[src/rtl/core/fsp2_pkg.sv]
// ----------------------------------------------------------------------------
// fsp2_pkg
// Shared types and constants for the binary64 power-of-two scaling core.
// ----------------------------------------------------------------------------
package fsp2_pkg;

  localparam int unsigned FracW = 52;
  localparam int unsigned ExpW  = 11;
  localparam int unsigned SigW  = 53;
  localparam int unsigned ScaleW = 32;
  localparam int unsigned NW    = 34;
  localparam int unsigned MaxShift = 54;
  localparam int unsigned ShW   = 6;
  localparam int unsigned LzW   = 6;

  localparam logic [ExpW-1:0] ExpOnes = '1;
  localparam logic [63:0] QuietBit = 64'h0008_0000_0000_0000;

  typedef enum logic [1:0] {
    KIND_PASS   = 2'd0,
    KIND_NORMAL = 2'd1,
    KIND_OVF    = 2'd2,
    KIND_TINY   = 2'd3
  } kind_e;

  // Stage 1 to stage 2: classified operand with normalized significand.
  typedef struct packed {
    logic            sign;
    logic            pass;
    logic [63:0]     pass_bits;
    logic            inv;
    logic [SigW-1:0] sig;
    logic [NW-1:0]   n;
  } s1_t;

  // Stage 2 to stage 3: result class and shift for the tiny path.
  typedef struct packed {
    logic            sign;
    kind_e           kind;
    logic [63:0]     pass_bits;
    logic            inv;
    logic [SigW-1:0] sig;
    logic [ExpW-1:0] ebits;
    logic [ShW-1:0]  sh;
  } s2_t;

  // Leading zero count of a 52-bit fraction, value 52 when empty.
  function automatic logic [LzW-1:0] lzc52(input logic [FracW-1:0] f);
    logic [LzW-1:0] c;
    logic           found;
    c = LzW'(FracW);
    found = 1'b0;
    for (int i = FracW - 1; i >= 0; i--) begin
      if (!found && f[i]) begin
        c = LzW'(FracW - 1 - i);
        found = 1'b1;
      end
    end
    return c;
  endfunction

endpackage

[src/rtl/core/fp64_scale_by_power_of_two_core.sv]
// ----------------------------------------------------------------------------
// fp64_scale_by_power_of_two_core
// Binary64 ldexp: x times two to scale_exp, rounded once to nearest even.
// ----------------------------------------------------------------------------
// The core accepts one beat per clock while no stalled result holds the last
// stage, and returns the results in order. The three register stages are
// unpack and normalize with the exponent add, range classification,
// then denormalizing shift with rounding and packing. The whole pipeline
// advances whenever the last stage is empty or its result is being taken,
// so a stall on the output freezes every stage and nothing is lost.
module fp64_scale_by_power_of_two_core (
  input  logic        clk_i,
  input  logic        rst_ni,
  input  logic        in_valid_i,
  output logic        in_ready_o,
  input  logic [63:0] x_bits_i,
  input  logic [31:0] scale_exp_i,
  output logic        out_valid_o,
  input  logic        out_ready_i,
  output logic [63:0] result_bits_o,
  output logic        overflow_flag_o,
  output logic        underflow_flag_o,
  output logic        inexact_flag_o,
  output logic        invalid_flag_o
);
  import fsp2_pkg::*;

  logic [2:0] vld_d, vld_q;
  logic adv;
  s1_t s1;
  s2_t s2;
  logic [3:0] flags;

  // A single advance signal keeps valid bits and data moving together.
  assign adv = !vld_q[2] || out_ready_i;
  assign in_ready_o = adv;
  assign vld_d = {vld_q[1], vld_q[0], in_valid_i};

  always_ff @(posedge clk_i or negedge rst_ni) begin
    if (!rst_ni) begin
      vld_q <= '0;
    end else if (adv) begin
      vld_q <= vld_d;
    end
  end

  fsp2_unpack u_unpack (
    .clk_i, .en_i(adv), .x_bits_i, .scale_exp_i, .s1_o(s1)
  );

  fsp2_classify u_classify (
    .clk_i, .en_i(adv), .s1_i(s1), .s2_o(s2)
  );

  fsp2_round u_round (
    .clk_i, .en_i(adv), .s2_i(s2), .result_bits_o, .flags_o(flags)
  );

  assign out_valid_o      = vld_q[2];
  assign overflow_flag_o  = flags[3];
  assign underflow_flag_o = flags[2];
  assign inexact_flag_o   = flags[1];
  assign invalid_flag_o   = flags[0];

  // A stalled result must not move while the output waits.
  a_hold: assert property (@(posedge clk_i) disable iff (!rst_ni)
    out_valid_o && !out_ready_i |=> out_valid_o && $stable(result_bits_o))
    else $error("result changed under stall");

  // Overflow always comes with inexact.
  a_ovf: assert property (@(posedge clk_i) disable iff (!rst_ni)
    out_valid_o && overflow_flag_o |-> inexact_flag_o && !underflow_flag_o)
    else $error("overflow without inexact");

  // An accepted beat reaches the output stage while the output keeps taking results.
  a_lat: assert property (@(posedge clk_i) disable iff (!rst_ni)
    in_valid_i && in_ready_o && out_ready_i ##1 out_ready_i ##1 out_ready_i
    |=> out_valid_o)
    else $error("beat lost in pipeline");

  // Invalid never combines with the arithmetic flags.
  a_inv: assert property (@(posedge clk_i) disable iff (!rst_ni)
    out_valid_o && invalid_flag_o |-> !inexact_flag_o && !overflow_flag_o)
    else $error("invalid with arithmetic flags");
endmodule

[src/rtl/core/fsp2_unpack.sv]
// ----------------------------------------------------------------------------
// fsp2_unpack
// Classifies the operand, normalizes subnormals and forms the exponent sum.
// ----------------------------------------------------------------------------
module fsp2_unpack (
  input  logic                        clk_i,
  input  logic                        en_i,
  input  logic [63:0]                 x_bits_i,
  input  logic [fsp2_pkg::ScaleW-1:0] scale_exp_i,
  output fsp2_pkg::s1_t               s1_o
);
  import fsp2_pkg::*;

  s1_t s1_d, s1_q;
  logic [ExpW-1:0]  efield;
  logic [FracW-1:0] frac;
  logic [LzW-1:0]   lz;
  logic [NW-1:0]    e;

  always_comb begin
    efield = x_bits_i[62:52];
    frac   = x_bits_i[51:0];
    lz     = lzc52(frac);
    s1_d.sign = x_bits_i[63];
    s1_d.pass = (efield == ExpOnes) || (x_bits_i[62:0] == '0);
    s1_d.inv  = (efield == ExpOnes) && (frac != '0) && !x_bits_i[51];
    s1_d.pass_bits = ((efield == ExpOnes) && (frac != '0)) ? (x_bits_i | QuietBit)
                                                           : x_bits_i;
    if (efield == '0) begin
      // Subnormal: shift the leading one up into the hidden position.
      s1_d.sig = {1'b0, frac} << (lz + LzW'(1));
      e = NW'(0) - NW'(lz);
    end else begin
      s1_d.sig = {1'b1, frac};
      e = NW'(efield);
    end
    s1_d.n = e + NW'(signed'(scale_exp_i));
  end

  always_ff @(posedge clk_i) begin
    if (en_i) begin
      s1_q <= s1_d;
    end
  end

  assign s1_o = s1_q;
endmodule

[src/rtl/core/fsp2_classify.sv]
// ----------------------------------------------------------------------------
// fsp2_classify
// Decides overflow, normal or tiny result and the denormalizing shift.
// ----------------------------------------------------------------------------
module fsp2_classify (
  input  logic          clk_i,
  input  logic          en_i,
  input  fsp2_pkg::s1_t s1_i,
  output fsp2_pkg::s2_t s2_o
);
  import fsp2_pkg::*;

  s2_t s2_d, s2_q;
  logic signed [NW-1:0] n;
  logic [NW-1:0] sh_full;

  always_comb begin
    n = signed'(s1_i.n);
    sh_full = NW'(1) - s1_i.n;
    s2_d.sign = s1_i.sign;
    s2_d.pass_bits = s1_i.pass_bits;
    s2_d.inv = s1_i.inv;
    s2_d.sig = s1_i.sig;
    s2_d.ebits = s1_i.n[ExpW-1:0];
    s2_d.sh = ShW'(MaxShift);
    if (s1_i.pass) begin
      s2_d.kind = KIND_PASS;
    end else if (n >= signed'(NW'(ExpOnes))) begin
      s2_d.kind = KIND_OVF;
    end else if (n >= signed'(NW'(1))) begin
      s2_d.kind = KIND_NORMAL;
    end else begin
      s2_d.kind = KIND_TINY;
      if (sh_full < NW'(MaxShift)) begin
        s2_d.sh = sh_full[ShW-1:0];
      end
    end
  end

  always_ff @(posedge clk_i) begin
    if (en_i) begin
      s2_q <= s2_d;
    end
  end

  assign s2_o = s2_q;
endmodule

[src/rtl/core/fsp2_round.sv]
// ----------------------------------------------------------------------------
// fsp2_round
// Denormalizes with one round to nearest even and packs result and flags.
// ----------------------------------------------------------------------------
module fsp2_round (
  input  logic          clk_i,
  input  logic          en_i,
  input  fsp2_pkg::s2_t s2_i,
  output logic [63:0]   result_bits_o,
  output logic [3:0]    flags_o
);
  import fsp2_pkg::*;

  logic [63:0] res_d, res_q;
  logic [3:0]  flg_d, flg_q;
  logic [SigW+MaxShift-1:0] wide;
  logic [SigW-1:0] kept;
  logic [MaxShift-1:0] rem;
  logic [MaxShift-1:0] half;
  logic inx, up;

  always_comb begin
    wide = {s2_i.sig, {MaxShift{1'b0}}} >> s2_i.sh;
    kept = wide[SigW+MaxShift-1:MaxShift];
    rem  = wide[MaxShift-1:0];
    half = {1'b1, {(MaxShift-1){1'b0}}};
    inx  = rem != '0;
    up   = (rem > half) || ((rem == half) && kept[0]);
    res_d = s2_i.pass_bits;
    flg_d = {1'b0, 1'b0, 1'b0, s2_i.inv};  // ovf, unf, inx, inv
    case (s2_i.kind)
      KIND_PASS: begin
      end
      KIND_OVF: begin
        res_d = {s2_i.sign, ExpOnes, {FracW{1'b0}}};
        flg_d = 4'b1010;
      end
      KIND_NORMAL: begin
        res_d = {s2_i.sign, s2_i.ebits, s2_i.sig[FracW-1:0]};
        flg_d = 4'b0000;
      end
      KIND_TINY: begin
        res_d = {s2_i.sign, 63'(kept + SigW'(up))};
        flg_d = {1'b0, inx, inx, 1'b0};
      end
      default: begin
      end
    endcase
  end

  always_ff @(posedge clk_i) begin
    if (en_i) begin
      res_q <= res_d;
      flg_q <= flg_d;
    end
  end

  assign result_bits_o = res_q;
  assign flags_o = flg_q;
endmodule

[config.mk]
export PLATFORM = sky130hd
export DESIGN_NAME = fp64_scale_by_power_of_two_core
export DESIGN_NICKNAME = d
export VERILOG_FILES = /design/src/rtl/core/fsp2_pkg.sv /design/src/rtl/core/fp64_scale_by_power_of_two_core.sv /design/src/rtl/core/fsp2_unpack.sv /design/src/rtl/core/fsp2_classify.sv /design/src/rtl/core/fsp2_round.sv
export SDC_FILE = /design/constraint.sdc
export NUM_CORES = 1
export LEC_CHECK = 0
export BUFFER_PORTS_ARGS = -buffer_cell sky130_fd_sc_hd__buf_2
export CELL_PAD_IN_SITES_DETAIL_PLACEMENT = 0
export CELL_PAD_IN_SITES_GLOBAL_PLACEMENT = 2
export CORE_ASPECT_RATIO = 1.4
export CORE_MARGIN = 2
export CORE_UTILIZATION = 38
export CTS_BUF_LIST = sky130_fd_sc_hd__clkbuf_4 sky130_fd_sc_hd__clkbuf_8 sky130_fd_sc_hd__clkbuf_16
export CTS_CLUSTER_DIAMETER = 200
export CTS_CLUSTER_SIZE = 30
export DETAILED_ROUTE_END_ITERATION = 7
export GPL_TIMING_DRIVEN = 0
export MAX_ROUTING_LAYER = met4
export PLACE_DENSITY = 0.84
export SLEW_MARGIN = 40
export SYNTH_ARGS = -nofsm -noshare
export SYNTH_HDL_FRONTEND = slang
export SYNTH_SLANG_ARGS = --single-unit
[constraint.sdc]
create_clock -name clk_i -period 10.6 [get_ports clk_i]
set_input_delay 0.53 -clock clk_i [delete_from_list [all_inputs] [get_ports clk_i]]
set_output_delay 0.53 -clock clk_i [all_outputs]
set_load 0.02 [all_outputs]
[Yosys cells after proc, flatten, opt, wreduce, memory -nomap -nowiden]
Cells that the tools add are included.
Word-level totals
  register bits: 363
Cells by class
  $add $sub $neg: 5
  order comparisons: 4
  equal/unequal tests: 5
  shift operators: 2
  multiplexer cells: 109
  bitwise operators: 1
  reduce and logical (&&, ||, !) cells: 116
Operator list (number)
  $mux 6: 52
  $pmux 64 s3: 1
  $shr 107x6->107: 1
  $logic_not 63->1: 1
  $add 53x1->54: 1
  $eq 54x54->1 const B: 1
  $gt 54x54->1 const B: 1
  $logic_and 1x1->1: 54
  $reduce_bool 54->1: 1
  $logic_not 1->1: 53
  $shl 52x6->53: 1
  $mux 52: 1
  $reduce_bool 52->1: 1
  $mux 1: 51
  $add 34x34->34: 1
  $ge 34x12->1 const B: 1
  $ge 34x2->1 const B: 1
  $lt 34x6->1 const B: 1
  $mux 34: 1
  $sub 1x34->34 const A: 1
  $pmux 4 s3: 1
  $eq 11x11->1 const B: 1
  $logic_not 11->1: 1
  $sub 1x6->7 const A: 1
  other kinds (8): 12

[Longest topological paths before layout]
  depth after elaboration: 157
  gate-level depth with buffers: 28

[By module]
A second synthesis with hierarchy kept.
Unflattened totals
  cells, all modules: 2275
  area, all modules: 25164.1 sq um
Modules (own cells, without submodules)
  fsp2_unpack: times used 1, cells each 909, area each 10268.6 sq um, seq. area each 4594.4 sq um
  fsp2_round: times used 1, cells each 1089, area each 9730.6 sq um, seq. area each 2042.0 sq um
  fsp2_classify: times used 1, cells each 270, area each 5038.6 sq um, seq. area each 4144.0 sq um
  fp64_scale_by_power_of_two_core: times used 1, cells each 7, area each 126.4 sq um, seq. area each 75.1 sq um

[Worst setup path after synthesis]
OpenSTA, ideal clock, no wires.
  kind: input-to-reg
  start: in out_ready_i
  end: reg vld_q[0]
  setup time: 0.112 ns
  arrival time: 10.528 ns
  required time: 10.488 ns
  path slack: -0.040 ns
  cell stages on the path: 2
  cells stage by stage: nand2b_1 -> mux2_2
On the way
  longest elaborated chain between the ends: 1
Ends and longest elaborated chain
  start: declaration: line fp64_scale_by_power_of_two_core.sv:19  | input logic out_ready_i,
  $logic_or 1x1->1: line fp64_scale_by_power_of_two_core.sv:35  | assign adv = !vld_q[2] || out_ready_i;
  end signal: assignment: line fp64_scale_by_power_of_two_core.sv:43  | vld_q <= vld_d;
  end: declaration: line fp64_scale_by_power_of_two_core.sv:28  | logic [2:0] vld_d, vld_q;
Every way passes these cells.
A chain may end at the register's enable or synchronous reset.

==> metrics.yaml <==
detailed_routing:
  drc: 0
  routed_via_density: 6.26
  first_pass_iters: 7
  routed_wl_um: 106000
  drtIter0Drc: 2124
  vias: 19900
  drtAntennaViolNets: 0
  wire_per_inst_um: 33.1
cells_and_area:
  utilization: 0.426
  fin_nets: 2483
  n_fill_cell: 6041
  syn_to_final_growth_pct: 11.1
  drive_gt1_frac: 0.194
  final_common_cell: "edfxtp_1"
  final_cell_mix: "edfxtp_1 (358), nand2_1 (228), buf_2 (199), nor2_1 (158), mux2i_1 (140)"
floorplan:
  die_x_um: 217
  dieArea_mm2: 0.0657
  rows: 109
  die_y_um: 302
  boundaryPins: 170
  start_util: 0.384
  core-area_mm2: 0.0630
power_and_ir_drop:
  leakage_nw: 9.73
  p_sw_w: 0.00156
  ir_worst_vdd_mv: 0.0990
  cellInternalPower_w: 0.00271
  p_per_area_mw_per_mm2: 159
  pwr-share-seq: 0.484
  clockPowerShare: 0.173
  power_frac_comb: 0.343
  switching_share: 0.366
setup_path:
  critical_path_class: "input port to register"
  worstSetupStartpointType: "input port"
  reg2reg_to: "u_round.result_bits_o[46]$_DFFE_PP_"
  ff2ff_setup_slack_ns: 3.15
  reg2reg_depth: 24
  startpoint: "x_bits_i[25]"
  endpoint_kind: "register"
  worstPathArrival_ns: 9.46
  r2r-start: "u_classify.s2_o[0]$_SDFFCE_PP0P_"
  critPathMaxFanout: 10
  cp-endpoint: "u_unpack.s1_o[31]$_DFFE_PP_"
  worstPathRequired_ns: 10.91
yosys:
  synth.yosys.seq_area_share: 0.448
  synth.area.top_cells: "edfxtp_1 (44%), mux4_2 (10%), mux2i_1 (5.9%)"
  synth-async-reset-ratio: 0.00831
  synth_warnings: 0
  syn_nets: 2285
  syn_inst: 2147
  synth_edf_count: 358
  avgSynthCellArea_um2: 11.3
  syn_area_mm2: 0.0242
  synth-seq-cells: 361
  synth.largest_area_cell: "edfxtp_1"
  synth.distinct_cells: 97
  synth-main-ff-cell: "edfxtp_1"
  synth_top_area_share: 0.445
clocking:
  clk_pin_slew_ns: 0.12
  cts-root-buf: "clkbuf_16"
  numClockSinks: 361
  numCtsBuffers: 16
  cts_resized: 0
  cts_tree: "built"
  clockBufferDepth: 3
  worstSkewPairLatency_ns: 0.56
  cts_hold_buffers: 1
  htreeDepth: 1
  post-cts-setup-buffer-count: 0
grt:
  antenna_found_initial: 2
  grt_overflow_total: 0
  grt_use_total: 0.328
  grt_max_degree: 47
  first_global_vias: 19800
  grt_pass1_wl_um: 148000
hold_path:
  min_from: "x_bits_i[63]"
  hp-class: "input port to register"
placement:
  place_hpwl_um: 85400
  io_buffers: 169
  gp_congestion: 1.04
job:
  drv_cap: 0
sta:
  hold_violations: 0
  min_period_over_period: 0.863
  maxSlewHeadroom: 0.375
  tightestPinTransition_ns: 0.937
  fin_crit_ns: 9.14
  max_freq_mhz: 109
  slew_violations: 0
  rsz0062_at_grt: "false"
  finClkSkew_ns: 0.0537
  setup_viol: 0
  setup_tns_ns: 0
run_status:
  status: "complete, no violations"
==> cell families (layout without fill, tap and decap cells) <==
logic type	Yosys count	after routing	share of synthesized area
AO/OA/AOI/OAI	482	482	0.134
XOR/XNOR	84	84	0.0304
adder cells (fa/ha/maj)	38	38	0.0200
buffers and inverters	171	375	0.0319
flip-flops	361	361	0.448
multiplexers	301	301	0.194
other	0	1	0
AND/OR/NAND/NOR	710	710	0.142
==> state kept, by name, summed over array words and instances, names as in the netlist <==
| signal | flops |
|---|---|
| u_classify.s2_o | 137 |
| u_round.flags_o | 4 |
| u_round.result_bits_o | 64 |
| u_unpack.s1_o | 153 |
| vld_q | 3 |
==> layer usage <==
| metal | share of wire | track usage |
|---|---|---|
| met3 | 0.044 | 0.0223 |
| met2 | 0.51 | 0.582 |
| met5 | 0 | - |
| met4 | 0.085 | 0.224 |
| met1 | 0.36 | 0.351 |
==> how the worst min path moves through the flow <==
stage	to	slack, ns	cells past startpoint
floorplan	vld_q[0]$_DFFE_PN0P_	0.23	0
global placement	vld_q[0]$_DFFE_PN0P_	0.33	1
detailed placement	vld_q[0]$_DFFE_PN0P_	0.33	1
CTS	u_unpack.s1_o[151]$_DFFE_PP_	0.12	1
global route	u_unpack.s1_o[151]$_DFFE_PP_	0.12	1
finish	u_unpack.s1_o[151]$_DFFE_PP_	0.14	1
==> synth_stat cells, types with 37 or more instances <==
cell type / count
edfxtp_1: 358
a21oi_1: 90
mux4_2: 110
clkbuf_1: 88
ha_1: 37
xnor2_1: 58
mux2i_1: 142
nand2_1: 228
o21ai_0: 103
o22ai_1: 53
nor2_1: 163
nor3_1: 61
nand3_1: 73
==> critical path: stages <==
cell and delay [ns]:
buf_2 0.14, clkbuf_1 0.28, nor4_1 0.73, nand3_1 0.48, nor4_1 0.74, o41ai_1 0.35, and2_1 0.28, nand2_1 0.14
inv_2 0.13, buf_2 0.27, clkbuf_1 0.35, ha_1 0.39, clkbuf_1 0.32, clkbuf_1 0.51, clkbuf_1 0.70, a21o_1 0.24
ha_1 0.25, a211oi_1 0.29, o21ai_0 0.20, a31oi_1 0.27, a21oi_1 0.17, o41ai_2 0.50, o31ai_1 0.14, a21oi_1 0.26
nor2b_1 0.08, o21a_1 0.19, o41a_1 0.35, xor2_1 0.15
==> per-stage QoR <==
stage / hold WS (ns) / power [W] / std cells / setup slack [ns] / area, um^2
global placement: 0.325 / 0.00356 / 3148 / 0.558 / 26100
detailed placement: 0.331 / 0.00353 / 3157 / 0.728 / 26300
floorplan: 0.234 / 0.00294 / 2147 / 3.64 / 24200
CTS: 0.122 / 0.00426 / 3182 / 1.33 / 26800
finish: 0.145 / 0.00427 / 3184 / 1.46 / 26900
global route: 0.118 / 0.00442 / 3183 / 1.34 / 26900
==> layout make-up <==
class	instances	area, um^2	area share
clock inverter	2	46.3	0.00172
timing repair buffer	180	1030	0.0382
clock buffer	22	445	0.0166
inverter	33	124	0.00461
sequential	361	10800	0.403
antenna	1	2.50	0.0000932
tap	832	1040	0.0388
multi-input combinational	1615	12700	0.472
buffer	138	663	0.0247
==> power by group through the flow <==
| stage | clock network [W] | registers [W] | logic (W) |
|---|---|---|---|
| finish | 0.000741 | 0.00207 | 0.00147 |
| global route | 0.000799 | 0.00209 | 0.00153 |
| CTS | 0.000759 | 0.00207 | 0.00143 |
| detailed placement | 0 | 0.00210 | 0.00143 |
| global placement | 0 | 0.00216 | 0.00140 |
| floorplan | 0 | 0.00216 | 0.000776 |
(Power assumes the default switching activity.)
